===== src/sv/mtp_pkg.sv =====
// Shared types and constants for the multiplicity trigger prescaler.
// Used by mtp_event_acc, multiplicity_trigger_prescaler_unit and mtp_checker.
package mtp_pkg;

  localparam int MOD_W   = 5;
  localparam int CH_W    = 6;
  localparam int VAL_W   = 16;
  localparam int CNT_W   = 7;
  localparam int TOT_W   = 11;
  localparam int MASK_W  = 25;
  localparam int PS_W    = 16;
  localparam int LIM_W   = 7;
  localparam int CFG_IDX_W = 2;
  localparam int CFG_DATA_W = 16;

  localparam int IN_TDATA_W  = 32;
  localparam int OUT_TDATA_W = 120;

  // output tdata bit offsets
  localparam int OFS_HIT    = 0;
  localparam int OFS_TOTAL  = 1;
  localparam int OFS_ONE    = 12;
  localparam int OFS_TWO    = 37;
  localparam int OFS_MANY   = 62;
  localparam int OFS_ACC    = 87;
  localparam int OFS_REC    = 112;
  localparam int OFS_SINGLE = 113;
  localparam int OFS_COSMIC = 114;
  localparam int OFS_PASS   = 115;

  localparam logic REQ_LOAD   = 1'b0;
  localparam logic REQ_SAMPLE = 1'b1;

  localparam logic [CFG_IDX_W-1:0] CFG_SINGLE_PS = 2'd0;
  localparam logic [CFG_IDX_W-1:0] CFG_COSMIC_PS = 2'd1;
  localparam logic [CFG_IDX_W-1:0] CFG_LIMIT     = 2'd2;

  localparam logic [PS_W-1:0]  SINGLE_PS_RST = 16'd1;
  localparam logic [PS_W-1:0]  COSMIC_PS_RST = 16'd1;
  localparam logic [LIM_W-1:0] LIMIT_RST     = 7'd10;

  localparam logic [CNT_W-1:0] CNT_MAX   = 7'd127;
  localparam logic [TOT_W-1:0] TOT_MAX   = 11'd2047;
  localparam logic [CNT_W-1:0] CNT_TWO   = 7'd2;
  localparam logic [TOT_W-1:0] TOT_ONE   = 11'd1;
  localparam logic [TOT_W-1:0] TOT_TWO   = 11'd2;

  typedef struct packed {
    logic             step;
    logic             hit;
    logic [MOD_W-1:0] module_idx;
    logic             last;
  } acc_req_t;

  typedef struct packed {
    logic [TOT_W-1:0]  total_hits;
    logic [MASK_W-1:0] fired_one_mask;
    logic [MASK_W-1:0] fired_two_mask;
    logic [MASK_W-1:0] too_many_mask;
    logic [MASK_W-1:0] accepted_mask;
    logic              recorded;
    logic              single_evt;
    logic              cosmic_evt;
    logic              prescale_pass;
  } summary_t;

endpackage


===== src/sv/mtp_event_acc.sv =====
// Per-module and per-event hit counting, event classification and prescaling.
// Holds the configuration registers. Depends on mtp_pkg.
module mtp_event_acc #(
  parameter int MODULES = 25
) (
  input  logic                               clk_i,
  input  logic                               rst_ni,
  input  mtp_pkg::acc_req_t                  req_i,
  input  logic                               cfg_we_i,
  input  logic [mtp_pkg::CFG_IDX_W-1:0]      cfg_idx_i,
  input  logic [mtp_pkg::CFG_DATA_W-1:0]     cfg_wdata_i,
  output mtp_pkg::summary_t                  sum_o
);

  logic [mtp_pkg::CNT_W-1:0] cnt_q   [MODULES];
  logic [mtp_pkg::CNT_W-1:0] cnt_d   [MODULES];
  logic [mtp_pkg::TOT_W-1:0] tot_q, tot_d;
  logic [mtp_pkg::PS_W-1:0]  sps_q, cps_q;
  logic [mtp_pkg::LIM_W-1:0] lim_q;
  logic [mtp_pkg::PS_W-1:0]  sres_q, sres_d, cres_q, cres_d;

  logic [mtp_pkg::PS_W:0]    s_next, c_next;
  logic                      s_wrap, c_wrap;
  logic [mtp_pkg::TOT_W-1:0] lim_ext;
  logic                      fire, single, cosmic, pass;
  logic [mtp_pkg::MASK_W-1:0] one_m, two_m, many_m;

  assign fire    = req_i.step && req_i.last;
  assign lim_ext = mtp_pkg::TOT_W'(lim_q);

  always_comb begin
    one_m  = '0;
    two_m  = '0;
    many_m = '0;
    for (int k = 0; k < MODULES; k++) begin
      if (req_i.step && req_i.hit && (req_i.module_idx == mtp_pkg::MOD_W'(k)) &&
          (cnt_q[k] != mtp_pkg::CNT_MAX)) begin
        cnt_d[k] = cnt_q[k] + 1'b1;
      end else begin
        cnt_d[k] = cnt_q[k];
      end
      one_m[k]  = (cnt_d[k] != '0);
      two_m[k]  = (cnt_d[k] >= mtp_pkg::CNT_TWO);
      many_m[k] = (cnt_d[k] >= lim_q);
    end
  end

  assign tot_d = (req_i.step && req_i.hit && (tot_q != mtp_pkg::TOT_MAX)) ?
                 tot_q + 1'b1 : tot_q;

  assign single = (tot_d == mtp_pkg::TOT_ONE);
  assign cosmic = (tot_d >= lim_ext);

  assign s_next = {1'b0, sres_q} + 1'b1;
  assign c_next = {1'b0, cres_q} + 1'b1;
  assign s_wrap = (s_next >= {1'b0, sps_q});
  assign c_wrap = (c_next >= {1'b0, cps_q});
  assign sres_d = s_wrap ? '0 : s_next[mtp_pkg::PS_W-1:0];
  assign cres_d = c_wrap ? '0 : c_next[mtp_pkg::PS_W-1:0];

  always_comb begin
    if (cosmic && (cps_q != '0)) begin
      pass = c_wrap;
    end else if (single && (sps_q != '0)) begin
      pass = s_wrap;
    end else if ((single && (sps_q == '0)) || (cosmic && (cps_q == '0))) begin
      pass = 1'b0;
    end else begin
      pass = 1'b1;
    end
  end

  always_comb begin
    sum_o.total_hits     = tot_d;
    sum_o.fired_one_mask = one_m;
    sum_o.fired_two_mask = two_m;
    sum_o.too_many_mask  = many_m;
    sum_o.recorded       = (tot_d >= mtp_pkg::TOT_TWO) && (tot_d <= lim_ext);
    sum_o.accepted_mask  = sum_o.recorded ? one_m : '0;
    sum_o.single_evt     = single;
    sum_o.cosmic_evt     = cosmic;
    sum_o.prescale_pass  = pass;
  end

  always_ff @(posedge clk_i or negedge rst_ni) begin
    if (!rst_ni) begin
      for (int k = 0; k < MODULES; k++) begin
        cnt_q[k] <= '0;
      end
      tot_q  <= '0;
      sres_q <= '0;
      cres_q <= '0;
      sps_q  <= mtp_pkg::SINGLE_PS_RST;
      cps_q  <= mtp_pkg::COSMIC_PS_RST;
      lim_q  <= mtp_pkg::LIMIT_RST;
    end else begin
      if (req_i.step) begin
        for (int k = 0; k < MODULES; k++) begin
          cnt_q[k] <= fire ? '0 : cnt_d[k];
        end
        tot_q <= fire ? '0 : tot_d;
      end
      if (cfg_we_i && (cfg_idx_i == mtp_pkg::CFG_SINGLE_PS)) begin
        sres_q <= '0;
      end else if (fire && single && (sps_q != '0)) begin
        sres_q <= sres_d;
      end
      if (cfg_we_i && (cfg_idx_i == mtp_pkg::CFG_COSMIC_PS)) begin
        cres_q <= '0;
      end else if (fire && cosmic && (cps_q != '0)) begin
        cres_q <= cres_d;
      end
      if (cfg_we_i) begin
        unique case (cfg_idx_i)
          mtp_pkg::CFG_SINGLE_PS: sps_q <= cfg_wdata_i;
          mtp_pkg::CFG_COSMIC_PS: cps_q <= cfg_wdata_i;
          mtp_pkg::CFG_LIMIT:     lim_q <= cfg_wdata_i[mtp_pkg::LIM_W-1:0];
          default: ;
        endcase
      end
    end
  end

endmodule


===== config.mk =====
export PLATFORM = sky130hd
export DESIGN_NAME = mtp_event_acc
export DESIGN_NICKNAME = d
export VERILOG_FILES = /design/src/sv/mtp_pkg.sv /design/src/sv/mtp_event_acc.sv
export SDC_FILE = /design/constraint.sdc
export NUM_CORES = 1
export LEC_CHECK = 0
export BUFFER_PORTS_ARGS = -buffer_cell sky130_fd_sc_hd__buf_2
export CELL_PAD_IN_SITES_DETAIL_PLACEMENT = 1
export CELL_PAD_IN_SITES_GLOBAL_PLACEMENT = 1
export CORE_UTILIZATION = 47
export DETAILED_ROUTE_END_ITERATION = 6
export HOLD_SLACK_MARGIN = 0.03
export PLACE_DENSITY = 0.88
export SYNTH_ARGS = -nofsm -noshare
export SYNTH_HDL_FRONTEND = slang
export SYNTH_SLANG_ARGS = --single-unit

===== constraint.sdc =====
create_clock -name clk_i -period 6.06 [get_ports clk_i]
set_input_delay 1.212 -clock clk_i [delete_from_list [all_inputs] [get_ports clk_i]]
set_output_delay 1.212 -clock clk_i [all_outputs]
set_load 0.01 [all_outputs]

======== Word level (Yosys, flattened, before mapping) ========
Index checks and enable logic that the tools add are counted.
word-level totals
  word-level logic and storage cells ...... 330
  input bits .............................. 29
  output and inout bits ................... 115
  register bits after elaboration ......... 257
cells by class
  multiplexer cells ....................... 62
  reduce and logical (&&, ||, !) cells .... 101
  add/sub/neg operators ................... 28
  eq/ne operators ......................... 53
  $lt $le $gt $ge ......................... 55
operator list
  cell                     number
  $mux W7                  50
  $add A7 B1 Y7 const B    25
  $ge A7 B2 Y1 const B     25
  $ge A7 B7 Y1             25
  $ne A7 B7 Y1 const B     25
  $reduce_bool A7 Y1       25
  $mux W16                 6
  $logic_and A1 B1 Y1      64
  $eq A5 B5 Y1 const B     9
  $eq A5 B4 Y1 const B     8
  $add A16 B1 Y17 const B  2
  $ge A17 B16 Y1           2
  $logic_not A16 Y1        2
  $reduce_bool A16 Y1      2
  $mux W25                 1
  $mux W11                 2
  $eq A5 B3 Y1 const B     4
  $add A11 B1 Y11 const B  1
  $eq A11 B1 Y1 const B    1
  $ge A11 B2 Y1 const B    1
  $ge A11 B7 Y1            1
  $le A11 B7 Y1            1
  $ne A11 B11 Y1 const B   1
  $eq A5 B2 Y1 const B     2
  9 further kinds          14

======== Depth between registers and ports, before layout ========
Gate-level depths: netlist (run 1).
  depth in word-level cells ............... 9
  depth in mapped cells ................... 16
  mapped depth without buffers ............ 14

======== Worst setup path before layout (run 1) ========
OpenSTA, ideal clock, no wires.
  path kind ............................... input to output
  start ................................... input req_i[2] (netlist bit)
  end ..................................... output sum_o[33] (netlist bit)
  setup slack ............................. 862 ps
  buffers on the path ..................... 1
  cell stages on the path ................. 13
  arrival ................................. 3,986 ps
  data required time ...................... 4,848 ps
  cells stage by stage .................... or3b_1 -> clkbuf_1 -> nor3_1 -> nand2_1 -> xnor2_1 -> ha_1 -> nand2b_1 -> a21o_1 -> a21o_1 -> a21o_1 -> a21o_1 -> a21o_1 -> a21o_1
RTL lines
  element             RTL line             text
  start: declaration  mtp_event_acc.sv:8   input mtp_pkg::acc_req_t req_i,
  end: declaration    mtp_event_acc.sv:12  output mtp_pkg::summary_t sum_o

==> results of run 1 <==
## power by group
part / internal [uW] / total [uW] / switching, uW / leakage, uW
combinational: 457 / 1200 / 738 / 0.00858
clock: 1230 / 2040 / 810 / 0.000551
sequential: 1810 / 1880 / 77.3 / 0.00349
## registers in the layout (all words and copies together) (netlist names)
signal and cells:
tot_q 11, sps_q 16, cnt_q 175, sres_q 16, cps_q 16, lim_q 7, cres_q 16
## how the worst max path moves through the flow
stage,from,to
2_1_floorplan,req_i[2],sum_o[33]
3_3_place_gp,req_i[7],sum_o[31]
3_5_place_dp,req_i[7],sum_o[31]
4_1_cts,req_i[7],sum_o[31]
5_1_grt,req_i[7],sum_o[44]
6_report,req_i[7],sum_o[34]
## stage by stage
stage,util [%],power [uW],cell area (sq um),hold slack [ns]
final,53.86,5121,21990,0.5017
after global routing,53.86,5349,21990,0.5222
after CTS,53.85,5151,21990,0.5048
after detailed placement,51.12,3085,20870,0.4943
after global placement,51.12,3001,20870,0.4722
after floorplan,-,2612,19430,0.4486
## critical path, cell delays in order
cell      delay [ns]
buf_4           0.21
nand3b_1        0.44
nor3_1          0.37
buf_4           0.21
nand2_1         0.11
xnor2_1         0.33
ha_1            0.31
nand2b_1        0.17
a21o_1          0.19
a21o_1          0.17
a21o_1          0.16
a21o_1          0.17
a21o_1          0.18
a21o_1          0.20
buf_2           0.15
## synthesized netlist by cell type, drive strengths merged (13+ instances only)
library cell,n
a21o,154
a21oi,48
a31oi,33
a32o,16
and2,24
and3,37
and4,14
buf,21
clkbuf,52
dfrtp,253
ha,242
inv,332
mux2i,23
nand2,171
nand2b,32
nand3,114
nand4,53
nor2,73
nor3,64
nor4,24
o21ai,95
o22ai,110
or3,18
xnor2,141
xor2,13
## what timing repair did
item / CTS / global route
hold buffers: 0 / 0
setup endpoints to repair: 0 / 2
gates resized for setup: 0 / 2
## area by class of cell
cell class | instances | share of cell area [%]
Inverter | 332 | 5.667
Sequential cell | 257 | 29.27
Timing Repair Buffer | 188 | 4.904
Tap cell | 532 | 3.027
Multi-Input combinational cell | 1589 | 52.07
Clock inverter | 11 | 0.5064
Clock buffer | 50 | 4.557
## routing by layer
metal	vias up	global-route usage [%]	part of all wire (%)
met4	0	10.61	3.1
met5	-	0	0
met1	9080	37.23	42
met3	157	5.005	5.3
li1	8187	-	-
met2	479	53.21	50
## cells by family (layout without fill, tap and decap cells)
kind of cell,after synthesis,after routing,synth area share (%)
buffers and inverters,405,581,8.063
adders and majority gates,242,242,15.58
DFF,257,257,33.13
muxes,32,32,1.707
AOI/OAI and AO/OA,503,503,17.24
and+or+nand+nor,658,658,17.34
xor gates and xnor gates,154,154,6.942
==> summary.txt, run 1 <==
Drt
  – WL per Instance: 21.24 microns
  – 1st-iter DRT viols: between 1000 and 1500
  – Routed WL: approximately 63 mm
  – Vias: between 15000 and 20000
  – Total iterations of the first detailed-routing run: 5
  – Antenna-violating nets left: 0
  – Via density: 6.050
  – DRC errors left: 0

Clock tree
  – CTS tree: built
  – TritonCTS Buffers: 34
  – Worst skew pair latency: 0.55 ns
  – CTS Sinks: roughly 260
  – Clock transition at the registers of the reported paths: around 0.06 ns
  – CTS H-tree depth: 2
  – Worst-case clock buffer depth: 3
  – Root Buffer: clkbuf_16
  – Post-CTS setup buffer count: 0

Critical path
  – Crit. End Element: primary output
  – CP Class: in -> out
  – WP data arrival: between 4 and 5 ns
  – WP data required: approximately 4.9 ns
  – Reg2reg start: tot_q[8]
  – Critical Path Start Type: input port
  – RR Endpoint: cres_q[0]
  – R2R Setup Slk: 1.97 ns
  – Worst R2R Path Depth: 11
  – Crit-path max FO: 17

Floorplan
  – Die area: roughly 42000 sq um
  – I/O pin cnt: 144
  – Core Region: approximately 41000 sq um
  – Die width: 205.3 microns
  – Row count: between 70 and 80
  – Starting density of the core: between 40 and 50%
  – Die H: just over 200 microns

Min path
  – Hold endpoint: cps_q[0]
  – Worst Hold Launch: cps_q[0]
  – HP Class: reg -> reg
  – Hold depth: 2

Final layout
  – Final #Nets: 2673
  – Antenna diodes: 0
  – Commonest non-fill, non-tap cell in the layout: inv_1
  – Most frequent cells in the layout: 332 x inv_1, 253 x dfrtp_1, 242 x ha_1, 171 x nand2_1, 154 x a21o_1
  – Fillers: approximately 4900
  – Layout cells sized above 1: 11.54%
  – FF/Latch Area: around 6400 sq um
  – Post-route insts no fill: 2959
  – Multi-input gate area: 11450 sq um
  – Syn-to-layout area delta: 13.19%

Synthesis
  – Syn avg cell area: around 8.6 sq um
  – Number of enable flip-flop cells after synthesis: 0
  – Ys flop type: dfrtp_1
  – Sequential area share after synthesis: 33.13%
  – Synth area leader: dfrtp_1
  – Mapped Nets: 2522
  – Synth Instances: between 2000 and 2500
  – Netlist Area Pre-Place: between 15000 and 20000 sq um
  – Synth Register Bits: approximately 260
  – Post-synth top area share: 32.59%
  – Synth area leaders: dfrtp_1 33%, ha_1 16%, inv_1 6.4%, xnor2_1 6.4%, a21o_1 6.0%
  – Synth warnings: 0
  – Cell variety after synth: ~70
  – Post-synthesis async set-or-reset flop share: between 90% and 100%

Placed design
  – DPL Wire Length: between 40 and 50 mm
  – Cells after DPL: ~2900
  – Pre-CTS WS: about 0.065 ns
  – I/O Buffers: roughly 140
  – Global placer's final weighted congestion: 0.9165

Timing
  – PnR worst setup slack: ~0.26 ns
  – Fmax: 172.5 MHz
  – RSZ-0062 raised after global routing: no
  – Fin. max-slew vios: 0
  – Tcrit/Tclk final: a little over nine tenths
  – Relative slew slack: between 15 and 20%
  – Fin crit period: 5.798 ns
  – Worst Skew: around 0.025 ns
  – Final Hold Vio Count: 0
  – Setup violators final: 0
  – Worst-margin pin slew: between 1 and 1.5 ns
  – Total Neg Setup Slack: 0 ns

Status
  – Outcome: finished, final reports clean

Global routing
  – First-pass GRT wire length: a little over 100 mm
  – Overall overflow remaining after global route: 0
  – Initial antenna violation count: 0
  – Pin count of the biggest net entering global routing: 115
  – Vias in the first global route: about 19000
  – Total track usage: a little under a third

Power
  – Max IR drop VDD: between 0.15 and 0.2 mV
  – Power per cell area: between 200 and 250 nW/um^2
  – Static Leak: between 0.01 and 0.015 uW

Run
  – Max Cap Viol: 0
(Power assumes the default switching activity.)
==> run 2, diff against run 1 <==
- CAP_MARGIN: default -> 15
- RECOVER_POWER: default -> 25
- clock period: 6.06 -> 6.15 ns (I/O delays scaled with it)
==> summary.txt, run 2 (same netlist as run 1, synthesis figures left out) <==
Drt
  – DRC errors left: 0
  – Routed WL: ~63 mm
  – Total iterations of the first detailed-routing run: 5
  – Vias: ~18000
  – Antenna-violating nets left: 0
  – Via density: 6.038
  – WL per Instance: between 20 and 25 microns
  – 1st-iter DRT viols: ~1100

Final layout
  – Syn-to-layout area delta: 13.00%
  – Largest register FFs: ~180
  – Layout cells sized above 1: 11.26%
  – Largest Register: cnt_q
  – Post-route cell area: 21950 sq um
  – Final #Nets: around 2700
  – Antenna diodes: 0
  – Most frequent cells in the layout: 332 x inv_1, 253 x dfrtp_1, 242 x ha_1, 171 x nand2_1, 154 x a21o_1
  – Commonest non-fill, non-tap cell in the layout: inv_1

Placed design
  – I/O Buffers: 143
  – Pre-CTS WS: ~0.07 ns
  – DPL Wire Length: 43.14 mm
  – Area after DPL: ~21000 sq um
  – Global placer's final weighted congestion: ~0.89

Min path
  – Hold depth: 1
  – Worst Hold Launch: lim_q[5]
  – Hold endpoint: lim_q[5]
  – HP Class: reg -> reg

Clock tree
  – Clock transition at the registers of the reported paths: about 0.060 ns
  – Root Buffer: clkbuf_16
  – Worst skew pair latency: about 0.54 ns
  – CTS tree: built
  – CTS Sinks: 257
  – Hold-fix buffers at CTS: 0
  – CTS H-tree depth: 2
  – Worst-case clock buffer depth: 3
  – TritonCTS Buffers: 34

Global routing
  – Pin count of the biggest net entering global routing: ~150
  – Vias in the first global route: 18792
  – Overall overflow remaining after global route: 0
  – Total track usage: ~30%
  – First-pass GRT wire length: 98.91 mm
  – Initial antenna violation count: 1

Power
  – Static Leak: about 0.013 uW
  – Total Power: ~5000 uW
  – Max IR drop VDD: roughly 0.17 mV
  – Power per cell area: between 200 and 250 nW/um^2

Critical path
  – CP Class: in -> out
  – Worst R2R Path Depth: 12
  – Critical Path Start Type: input port
  – WP data arrival: roughly 4.8 ns
  – RR Endpoint: cres_q[0]
  – Reg2reg start: tot_q[0]
  – Crit-path max FO: 20
  – Crit. End Element: primary output
  – WP data required: 4.92 ns
  – R2R Setup Slk: roughly 2.2 ns

Floorplan
  – Core Region: approximately 40000 sq um
  – Die area: roughly 42000 sq um
  – Starting density of the core: a little under half
  – Die H: 205.3 microns
  – I/O pin cnt: ~140
  – Row count: 74
  – Die width: 205.3 microns

Timing
  – RSZ-0062 raised after global routing: yes
  – Fin. max-slew vios: approximately 300
  – Worst Skew: 0.02750 ns
  – Setup violators final: 0
  – Worst-margin pin slew: 2.900 ns
  – Relative slew slack: -93.33%
  – Fmax: about 170 MHz
  – Final Hold Vio Count: 0
  – Fin crit period: between 5 and 6 ns
  – PnR worst setup slack: 0.1728 ns
  – Tcrit/Tclk final: a little over nine tenths

Status
  – Violated checks: capacitance limit, slew limit
  – Outcome: finished, violations left

Run
  – Max Cap Viol: 3
run 2: cell count changes in the layout (fill, tap and decap cells not counted), sizes merged:
cell      change
buf           -7
clkbuf        +5
clkinv        -1
clkinvlp      +1
run 2: worst max path at each step:
| stage | startpoint | endpoint | slack, ns | depth (start not counted) |
|---|---|---|---|---|
| floorplan | req_i[2] | sum_o[33] | 0.92 | 13 |
| global placement | req_i[7] | sum_o[31] | 0.21 | 14 |
| detailed placement | req_i[7] | sum_o[31] | 0.07 | 14 |
| CTS | req_i[7] | sum_o[31] | 0.02 | 14 |
| global route | req_i[7] | sum_o[31] | -0.03 | 14 |
| finish | req_i[7] | sum_o[35] | 0.17 | 15 |
run 2: worst max-delay path: stages:
cell and delay (ns):
buf_4 0.24, nand3b_1 0.48, nor3_1 0.39, buf_4 0.21, nand2_1 0.09, xnor2_1 0.40
ha_1 0.32, nand2b_1 0.15, a21o_1 0.19, a21o_1 0.19, a21o_1 0.18, a21o_1 0.17
a21o_1 0.18, a21o_1 0.19, buf_2 0.14
run 2: through the flow:
stage / setup TNS, ns / hold slack, ns / utilization (%) / cells
2_1_floorplan: 0 / 0.4486 / - / 2251
3_3_place_gp: 0 / 0.4711 / 51.06 / 2895
3_5_place_dp: 0 / 0.4849 / 51.06 / 2895
4_1_cts: 0 / 0.5150 / 53.76 / 2955
5_1_grt: -0.03693 / 0.5364 / 53.77 / 2957
6_report: 0 / 0.5174 / 53.77 / 2957
run 2: per-layer routing:
layer / up-vias / part of all wire [%] / GRT usage [%] / wire (microns)
met5: - / 0 / 0 / 0
li1: 8193 / - / - / -
met1: 9007 / 42 / 36.69 / 26490
met3: 162 / 5.2 / 4.260 / 3245
met4: 0 / 3.3 / 11.22 / 2066
met2: 491 / 49 / 51.57 / 30970
run 2: layout make-up:
class	count	area, sq um
fillers	4846	18880
repair buffers	187	1059
inverters	332	1246
clock buffers	49	988.4
flip-flops and latches	257	6436
multi-input cells	1589	11450
clock inverters	11	113.9
well taps	532	665.6
run 2: report_power, final:
group / switching [uW] / internal [uW] / total [uW]
registers: 80.8 / 1780 / 1860
logic: 722 / 450 / 1170
clock network: 797 / 1200 / 2000
run 2: repair_timing:
| item | in CTS | in global routing |
|---|---|---|
| resized for setup | 0 | 1 |
| endpoints found under the setup margin | 0 | 1 |
| buffers inserted | 0 | 0 |
| endpoints found under the hold margin | 0 | 0 |
==> run 3, diff against run 2 <==
- CORE_MARGIN: default -> 2
- PLACE_DENSITY: 0.88 -> default
- PLACE_DENSITY_LB_ADDON: default -> 0.1
==> summary.txt, run 3 (same netlist as run 1, synthesis figures left out) <==
Critical path
  – Crit path buffers/inverters: 2
  – Crit-path max FO: 7
  – Crit-path cells: buf_2 > or3b_1 > nor3_1 > a21boi_0 > xnor2_1 > ha_1 > nand2b_1 > a21o_1 > a21o_1 > a21o_1 > a21o_1 > a21o_1 > a21o_1 > buf_2
  – Delay-heaviest family, CP: compound AO/OA/AOI/OAI gates
  – WP data arrival: 4.61 ns
  – Worst path max stage delay: ~0.53 ns
  – Critical Path Start Type: input port
  – Critical path's slowest cell: or3b_1
  – Crit path top cell by count: a21o_1
  – WP data required: 4.92 ns
  – Crit. End Element: primary output
  – CP Class: in -> out

Global routing
  – Vias in the first global route: roughly 19000
  – Pin count of the biggest net entering global routing: between 100 and 150
  – Initial antenna violation count: 2
  – Total track usage: 28.16%
  – Overall overflow remaining after global route: 0
  – First-pass GRT wire length: a little under 100 mm

Timing
  – PnR worst setup slack: between 0.3 and 0.4 ns
  – Total Neg Setup Slack: 0 ns
  – Fin. max-slew vios: 174
  – Fmax: between 150 and 200 MHz
  – RSZ-0062 raised after global routing: no
  – Worst-margin pin slew: between 3 and 4 ns
  – Fin crit period: 5.842 ns
  – Relative slew slack: -139.5%
  – Worst Skew: roughly 0.031 ns
  – Tcrit/Tclk final: around 95%
  – Final Hold Vio Count: 0
  – Setup violators final: 0

Final layout
  – Largest register FFs: between 150 and 200
  – Layout cells sized above 1: about 11%
  – Final #Nets: between 2000 and 3000
  – Syn-to-layout area delta: 13.26%
  – Largest Register: cnt_q
  – Most frequent cells in the layout: 332 x inv_1, 253 x dfrtp_1, 242 x ha_1, 171 x nand2_1, 154 x a21o_1
  – Post-route insts no fill: approximately 3000
  – Commonest non-fill, non-tap cell in the layout: inv_1
  – Fillers: roughly 4900

Drt
  – Total iterations of the first detailed-routing run: 5
  – Routed WL: around 60 mm
  – Antenna-violating nets left: 0
  – 1st-iter DRT viols: 826
  – Via density: a little under 6
  – WL per Instance: a little over 20 microns
  – DRC errors left: 0
  – Vias: between 15000 and 20000

Floorplan
  – I/O pin cnt: 144
  – Starting density of the core: between 40% and 50%
  – Die area: around 43000 sq um
  – Row count: 74
  – Core Region: roughly 41000 sq um
  – Die H: between 200 and 250 microns
  – Die width: a little over 200 microns

Run
  – Max Cap Viol: 2

Status
  – Violated checks: capacitance limit, slew limit
  – Outcome: finished, violations left

Clock tree
  – Worst skew pair latency: between 0.5 and 0.6 ns
  – Post-CTS resize count: 0
  – CTS Sinks: 257
  – CTS H-tree depth: 2
  – Post-CTS setup buffer count: 0
  – CTS tree: built
  – Hold-fix buffers at CTS: 0
  – TritonCTS Buffers: 34
  – Clock transition at the registers of the reported paths: roughly 0.06 ns
  – Root Buffer: clkbuf_16
  – Worst-case clock buffer depth: 3

Power
  – Max IR drop VDD: approximately 0.22 mV
  – Power per cell area: 231.5 nW/um^2
  – Static Leak: ~0.013 uW

Min path
  – HP Class: reg -> reg

Placed design
  – Global placer's final weighted congestion: between 0.8 and 0.9
  – DPL Wire Length: approximately 42 mm
  – Pre-CTS WS: 0.2903 ns
  – Cells after DPL: roughly 2900
  – I/O Buffers: 143
[run 3: per-layer routing]
layer	global-route usage, %	wire (microns)	part of all wire [%]
met1	34.86	26320	44
met2	49.60	29820	49
met3	4.781	2398	4.0
met4	9.433	1848	3.1
met5	0	7	0.012
[run 3: worst register-to-register path: cells and delay by family, from the launching register on]
kind | cells | cell delay, ns
flops | 1 | 0.43
xor+xnor | 1 | 0.45
fa+ha+maj | 2 | 0.62
simple gates | 6 | 1.48
compound gates | 4 | 0.94
buf+inv | 1 | 0.06
[run 3: metrics by stage]
stage	power [uW]	hold slack (ns)	utilization [%]	instance area [sq um]
after floorplan	2574	0.4486	-	19430
after global placement	2965	0.4736	51.10	20870
after detailed placement	3037	0.4977	51.10	20870
after CTS	5146	0.5080	53.92	22020
after global routing	5345	0.5202	53.89	22000
final	5094	0.5024	53.89	22000
[run 3: worst paths after layout]
| path | from | slack [ns] | to | cells past startpoint |
|---|---|---|---|---|
| worst max register to register | tot_q[0] | 2.10 | cres_q[4] | 14 |
| worst min-delay path | cps_q[0] | 0.50 | cps_q[0] | 2 |
| worst min register to register | cps_q[0] | 0.50 | cps_q[0] | 2 |
| max in group asynchronous | rst_ni | 2.18 | cnt_q[139] | 1 |
| worst max-delay path | req_i[6] | 0.31 | sum_o[29] | 14 |
| min in group asynchronous | rst_ni | 1.86 | cnt_q[163] | 1 |
[run 3: power by group]
part / internal [uW] / switching (uW)
registers: 1780 / 64.4
logic: 444 / 714
clock network: 1280 / 815
[run 3: final cells by class]
class | instances | area, sq um | area share, %
multi-input cells | 1589 | 11440 | 52.00
flip-flops and latches | 257 | 6436 | 29.25
inverters | 332 | 1246 | 5.663
repair buffers | 188 | 1059 | 4.810
clock buffers | 49 | 977.2 | 4.441
well taps | 532 | 665.6 | 3.025
clock inverters | 11 | 173.9 | 0.7904
diodes | 2 | 5.005 | 0.02274
